<file path="src/hw/rtl/dual_quadrature_counter_speed_top_macros.svh">
// Assertion macros shared by the encoder counter RTL.
`ifndef DUAL_QUADRATURE_COUNTER_SPEED_TOP_MACROS_SVH
`define DUAL_QUADRATURE_COUNTER_SPEED_TOP_MACROS_SVH

// The consequent must hold in the same cycle as the antecedent.
`define DQCS_ASSERT_SAME(label, ante, cons, msg) \
  label: assert property (@(posedge clk) disable iff (rst) (ante) |-> (cons)) \
    else $error(msg);

// The consequent must hold in the cycle after the antecedent.
`define DQCS_ASSERT_NEXT(label, ante, cons, msg) \
  label: assert property (@(posedge clk) disable iff (rst) (ante) |=> (cons)) \
    else $error(msg);

`endif

</file>
<file path="src/hw/rtl/dqcs_pkg.sv">
// Types, constants and helper functions of the dual encoder counter.
`default_nettype none

package dqcs_pkg;

  localparam int COUNT_WIDTH = 32;

  localparam int SCALE_W     = 10;
  localparam int KEEP_W      = 9;
  localparam int CFG_DATA_W  = 10;
  localparam int CFG_INDEX_W = 1;

  localparam logic [CFG_INDEX_W-1:0] REG_SPEED_SCALE = 1'd0;
  localparam logic [CFG_INDEX_W-1:0] REG_FILTER_KEEP = 1'd1;

  localparam logic [SCALE_W-1:0] SCALE_RESET = 10'd100;
  localparam logic [KEEP_W-1:0]  KEEP_RESET  = 9'd179;
  localparam logic [KEEP_W-1:0]  KEEP_FULL   = 9'd256;

  // Count delta is clamped to a 33-bit signed range before scaling.
  localparam int DELTA_W = 33;
  localparam int WIDE_W  = (COUNT_WIDTH > DELTA_W) ? COUNT_WIDTH : DELTA_W;
  localparam int PROD1_W = DELTA_W + SCALE_W + 1;
  localparam int WPROD_W = 32 + KEEP_W + 1;
  localparam int ACC_W   = WPROD_W + 1;

  localparam logic signed [DELTA_W-1:0] DELTA_MAX = {1'b0, {(DELTA_W-1){1'b1}}};
  localparam logic signed [DELTA_W-1:0] DELTA_MIN = {1'b1, {(DELTA_W-1){1'b0}}};

  // Limits of delta * scale before the Q8 shift so that the result fits 32 bits.
  localparam logic signed [PROD1_W-1:0] FRESH_HI = PROD1_W'(24'sh7F_FFFF);
  localparam logic signed [PROD1_W-1:0] FRESH_LO = PROD1_W'(signed'(24'h80_0000));

  localparam logic signed [ACC_W-1:0] SPEED_HI   = ACC_W'(32'sh7FFF_FFFF);
  localparam logic signed [ACC_W-1:0] SPEED_LO   = ACC_W'(signed'(32'h8000_0000));
  localparam logic signed [ACC_W-1:0] ROUND_HALF = ACC_W'(9'sd128);

  typedef struct packed {
    logic left_a;
    logic left_b;
    logic right_a;
    logic right_b;
    logic speed_tick;
  } dqcs_in_t;

  typedef struct packed {
    logic signed [31:0] left_count;
    logic signed [31:0] right_count;
    logic signed [31:0] left_speed;
    logic signed [31:0] right_speed;
    logic               speed_valid;
  } dqcs_out_t;

  // Per-cycle commands from the sequencer to each lane.
  typedef struct packed {
    logic accept;
    logic step1;
    logic step2;
    logic step3;
  } dqcs_ctrl_t;

  typedef struct packed {
    logic [SCALE_W-1:0] scale;
    logic [KEEP_W-1:0]  keep;
  } dqcs_cfg_t;

  typedef struct packed {
    logic signed [COUNT_WIDTH-1:0] count_next;
    logic signed [COUNT_WIDTH-1:0] count;
    logic signed [31:0]            speed;
  } dqcs_lane_t;

  function automatic logic signed [DELTA_W-1:0] clamp_delta(
    input logic signed [COUNT_WIDTH-1:0] d
  );
    logic signed [WIDE_W-1:0] w;
    w = WIDE_W'(d);
    if (w > WIDE_W'(DELTA_MAX)) begin
      return DELTA_MAX;
    end
    if (w < WIDE_W'(DELTA_MIN)) begin
      return DELTA_MIN;
    end
    return DELTA_W'(w);
  endfunction

  function automatic logic signed [31:0] to_count32(
    input logic signed [COUNT_WIDTH-1:0] c
  );
    return 32'(c);
  endfunction

endpackage

`default_nettype wire

</file>
<file path="src/hw/rtl/dqcs_lane.sv">
// One encoder lane: x1 edge counter and the three-step speed lowpass.
`default_nettype none

module dqcs_lane import dqcs_pkg::*; (
  input  logic       clk,
  input  logic       rst,
  input  dqcs_ctrl_t ctrl,
  input  dqcs_cfg_t  cfg,
  input  logic       mirror,
  input  logic       a,
  input  logic       b,
  output dqcs_lane_t stat
);

  logic signed [COUNT_WIDTH-1:0] count;
  logic signed [COUNT_WIDTH-1:0] count_next;
  logic signed [COUNT_WIDTH-1:0] last_count;
  logic signed [31:0]            speed;
  logic                          prev_a;

  logic signed [DELTA_W-1:0]     delta;
  logic signed [SCALE_W:0]       scale_s;
  logic signed [PROD1_W-1:0]     prod1;
  logic signed [31:0]            fresh;
  logic signed [KEEP_W:0]        keep_s;
  logic signed [KEEP_W:0]        gain_s;
  logic signed [WPROD_W-1:0]     prod_old;
  logic signed [WPROD_W-1:0]     prod_new;
  logic signed [ACC_W-1:0]       acc;
  logic signed [ACC_W-1:0]       acc_shift;
  logic signed [31:0]            speed_next;
  logic                          rise;
  logic                          up;

  // The left lane counts up while B is low, the right lane while B is high.
  always_comb begin
    rise = a && !prev_a;
    up   = mirror ? b : !b;
    count_next = count;
    if (rise) begin
      count_next = up ? count + COUNT_WIDTH'(1) : count - COUNT_WIDTH'(1);
    end
  end

  always_comb begin
    delta   = clamp_delta(count - last_count);
    scale_s = signed'({1'b0, cfg.scale});
    keep_s  = signed'({1'b0, cfg.keep});
    gain_s  = signed'({1'b0, KEEP_FULL - cfg.keep});

    if (prod1 > FRESH_HI) begin
      fresh = 32'sh7FFF_FFFF;
    end else if (prod1 < FRESH_LO) begin
      fresh = signed'(32'h8000_0000);
    end else begin
      fresh = signed'({prod1[23:0], 8'h00});
    end

    // Arithmetic shift floors, so the half bias rounds ties upward.
    acc       = ACC_W'(prod_old) + ACC_W'(prod_new) + ROUND_HALF;
    acc_shift = acc >>> 8;
    if (acc_shift > SPEED_HI) begin
      speed_next = 32'sh7FFF_FFFF;
    end else if (acc_shift < SPEED_LO) begin
      speed_next = signed'(32'h8000_0000);
    end else begin
      speed_next = 32'(acc_shift);
    end
  end

  always_ff @(posedge clk) begin
    if (rst) begin
      count      <= '0;
      last_count <= '0;
      speed      <= '0;
      prev_a     <= 1'b1;
    end else begin
      if (ctrl.accept) begin
        count  <= count_next;
        prev_a <= a;
      end
      if (ctrl.step1) begin
        last_count <= count;
      end
      if (ctrl.step3) begin
        speed <= speed_next;
      end
    end
  end

  always_ff @(posedge clk) begin
    if (ctrl.step1) begin
      prod1 <= delta * scale_s;
    end
    if (ctrl.step2) begin
      prod_old <= keep_s * speed;
      prod_new <= gain_s * fresh;
    end
  end

  assign stat.count_next = count_next;
  assign stat.count      = count;
  assign stat.speed      = speed;

endmodule

`default_nettype wire

</file>
<file path="config.mk">
export PLATFORM = sky130hd
export DESIGN_NAME = dqcs_lane
export DESIGN_NICKNAME = d
export VERILOG_FILES = /design/src/hw/rtl/dual_quadrature_counter_speed_top_macros.svh /design/src/hw/rtl/dqcs_pkg.sv /design/src/hw/rtl/dqcs_lane.sv
export SDC_FILE = /design/constraint.sdc
export NUM_CORES = 2
export LEC_CHECK = 0
export BUFFER_PORTS_ARGS = -buffer_cell sky130_fd_sc_hd__buf_2
export CORE_ASPECT_RATIO = 1.2
export CORE_MARGIN = 1
export CORE_UTILIZATION = 42
export CTS_CLUSTER_DIAMETER = 80
export DETAILED_ROUTE_END_ITERATION = 10
export GPL_ROUTABILITY_DRIVEN = 0
export GPL_TIMING_DRIVEN = 0
export PLACE_DENSITY_LB_ADDON = 0.08
export REMOVE_ABC_BUFFERS = 1
export SLEW_MARGIN = 20
export SYNTH_ARGS = -nofsm -noshare
export SYNTH_HDL_FRONTEND = slang
export SYNTH_SLANG_ARGS = --single-unit
export TNS_END_PERCENT = 5
</file>
<file path="constraint.sdc">
create_clock -name clk -period 14.9 [get_ports clk]
set_input_delay 2.98 -clock clk [delete_from_list [all_inputs] [get_ports clk]]
set_output_delay 2.98 -clock clk [all_outputs]
set_load 0.1 [all_outputs]
</file>
==> summary.md <==
• **outcome** completed
• **final worst path period share** 77.0%
• **placeable core region** 102000 µm²
• **antenna fix cells** 0
• **maximum operating frequency** 87.2 MHz
• **TritonRoute pass-1 iters** 7
• **row count** 128
• **final setup fails** 0
• **dominant register cell in the synthesized netlist** edfxtp_1
• **WS Path Type** in2out
• **Post-CTS Setup Bufs** 0
• **maximum number of pins on one net before global-route repair** 83
• **clock slew at reported path FFs** 60 ps
• **sequential fraction of the synthesis area** 13.3%
• **CTS Root Buffer Type** clkbuf_16
• **post-detailed-routing wire length** 103 mm
• **number of distinct library cells after synthesis** 81
• **per-cell via count in the routed design** 5.03
• **launching element type of the critical path** input port
• **Antenna Nets Post-Route** 0
• **overall die width** 295 µm
• **core occupancy in the finished layout** 45.7%
• **RSZ-0062 raised after global routing** no
• **Worst Path Buf+Inv** 3
• **synthesized cell area** 43400 µm²
• **depth of the CTS H-tree** 1
• **DIE HEIGHT** 354 µm
• **CTS sink cnt** 225
• **maximum clock insertion buffer count** 3
• **synthesized area per cell** 8.97 µm²
• **nature of the critical path endpoint** primary output
• **warning count from the yosys run** 0
• **proportion of synthesized flip-flops having asynchronous set or reset** 0%
• **critical path required time** 11920 ps
• **wire length of the first global-routing pass** 171 mm
• **layout overhead on the synthesized area** 7.29%
• **Port Buf Inserts** 123
• **Pins Over Slew Limit** 0
• **Max-cap violations** 0
• **worst slew margin relative to its limit** 29.4%
• **number of enable flip-flop cells after synthesis** 128
• **fillcell total** 10200
• **Post-Route Hold Slack** 469 ps
• **Post-CTS Resized** 0
• **# hold bufs at CTS** 0
• **number of antenna violations at the first check in global routing** 4
• **Worst Skew** 41.4 ps
• **cell seen most often among critical-path stages** o31ai_1
• **clock latency of the later-clocked register in the worst-skew pair** 610 ps
• **kind of cell adding the most delay to the critical path** compound AO/OA/AOI/OAI gates
• **via count of the first global-routing pass** 33500
• **effective utilization at floorplan** 42.6%
• **largest stage delay on the critical path** 820 ps
• **clock tree from TritonCTS** built
• **post-layout minimum cycle time** 11470 ps
• **Inserted Clock Buffers** 30
• **final non-filler cell area** 46500 µm²
• **final net count** 5995
• **arrival time at the worst endpoint** 8490 ps
• **WL per Instance** 16.5 µm
• **worst min-delay path category** reg2reg
• **number of register bits inferred by synthesis** 225
• **GRT Overall Usage** 20.2%
• **ordered cell list for the critical path** buf_2 -> xnor2_1 -> inv_2 -> ha_1 -> nor2b_1 -> o31a_1 -> o31ai_1 -> a21oi_1 -> o31ai_1 -> o31ai_1 -> a221o_1 -> a311oi_1 -> o31ai_1 -> xnor2_1 -> o21ai_0 -> buf_2
• **gate count after technology mapping** 4838
• **Critical Path Fanout Max** 30
• **critical path's slowest cell** xnor2_1
• **Least-Margin Pin Slew** 1050 ps
• **final HPWL from detailed placement** 84.0 mm
• **area of the die** 105000 µm²
• **number of DRC markers in iteration 0** 1009
• **Hold Fails Final Rpt** 0
• **remaining global-route overflow** 0
• **Setup TNS** 0 ps
• **detailed-route DRC error count** 0
• **placed standard-cell area** 45500 µm²
• **share of final-layout standard cells stronger than drive strength 1** 5.20%
• **number of top-level pins** 124
• **DR vias** 31200
cell type report:
| class | count | area [µm²] | area share [%] |
|---|---|---|---|
| sequential | 225 | 5790 | 12.4 |
| tap | 1365 | 1710 | 3.67 |
| clock buffer | 34 | 818 | 1.76 |
| inverter | 874 | 3280 | 7.05 |
| multi-input combinational | 3550 | 33800 | 72.6 |
| timing repair buffer | 139 | 905 | 1.94 |
| clock inverter | 21 | 238 | 0.511 |
worst min-delay path, stage by stage (launching register included):
cell and delay [ps]:
dfxtp_1 320, mux2i_1 60, nand2_1 60
through the flow:
step / setup slack, ps / cells
after CTS: 3090 / 6208
after global routing: 2880 / 6208
final: 3430 / 6208
after detailed placement: 2670 / 6153
after floorplan: 3280 / 4649
after global placement: 1560 / 6137
worst paths after layout:
check	start	endpoint	slack [ps]	cells past startpoint
worst max register to register	count[0]	prod1[42]	5190	30
worst min-delay path	prev_a	prev_a	470	2
worst min register to register	prev_a	prev_a	470	2
worst max-delay path	mirror	stat[94]	3430	16
registers in the layout (all words and copies together), names as in the netlist:
signal      flops
prev_a          1
count          32
prod_new       42
speed          32
prod1          44
last_count     32
prod_old       42
metal layers:
metal	global-route usage [%]	part of all wire, %
met5	0	0.031
met4	3.87	1.8
met3	1.86	2.8
met2	39.0	53
met1	24.0	42
Yosys cell counts, types with 21 or more instances:
library cell,count,area (µm²)
edfxtp_1,128,3840
o21bai_1,25,188
clkbuf_1,157,589
nand2_1,514,1930
and3_1,21,131
nor2b_1,48,300
nand3_1,42,210
xnor2_1,147,1290
a21oi_1,204,1020
a211oi_1,60,450
dfxtp_1,97,1940
xor2_1,60,526
ha_1,415,5190
nor2_1,345,1290
a21o_1,87,653
inv_1,873,3280
o21ai_0,109,546
buf_1,28,105
nand2b_1,32,200
fa_1,732,14700
o21a_1,45,338
nor3_1,46,230
mux2i_1,46,460
and2_1,360,2250
placed cells by master, fill, tap and decap left out, types with 7 or more instances in the layout:
| cell | instances |
|---|---|
| or3_1 | 17 |
| a21o_1 | 87 |
| fa_1 | 732 |
| ha_1 | 415 |
| o31ai_1 | 19 |
| mux2i_1 | 46 |
| nor4_1 | 7 |
| nor2_1 | 344 |
| dfxtp_1 | 97 |
| a211oi_1 | 60 |
| inv_1 | 872 |
| and3_1 | 21 |
| xnor2_2 | 17 |
| nand3_1 | 42 |
| edfxtp_1 | 128 |
| nand4_1 | 17 |
| buf_6 | 9 |
| nor2b_1 | 48 |
| nand2_1 | 514 |
| o21bai_1 | 25 |
| a21oi_1 | 203 |
| or2_2 | 12 |
| o211ai_1 | 16 |
| buf_2 | 120 |
| o21ai_0 | 109 |
| clkbuf_16 | 32 |
| xor2_1 | 58 |
| and2_1 | 359 |
| nand2b_1 | 31 |
| a31oi_1 | 10 |
| xnor2_1 | 131 |
| nor3_1 | 45 |
| o21a_1 | 45 |
cells by family after synthesis:
logic type / Yosys count / share of synthesized area (%)
muxes: 49 / 1.14
adders and majority gates: 1147 / 45.8
DFF: 225 / 13.3
AOI/OAI and AO/OA: 661 / 10.0
xor gates and xnor gates: 208 / 4.22
and+or+nand+nor: 1485 / 16.3
buffers and inverters: 1063 / 9.21
Power is not shown: default switching activity piles up to over one toggle a cycle in this logic, so the estimate is an artifact.
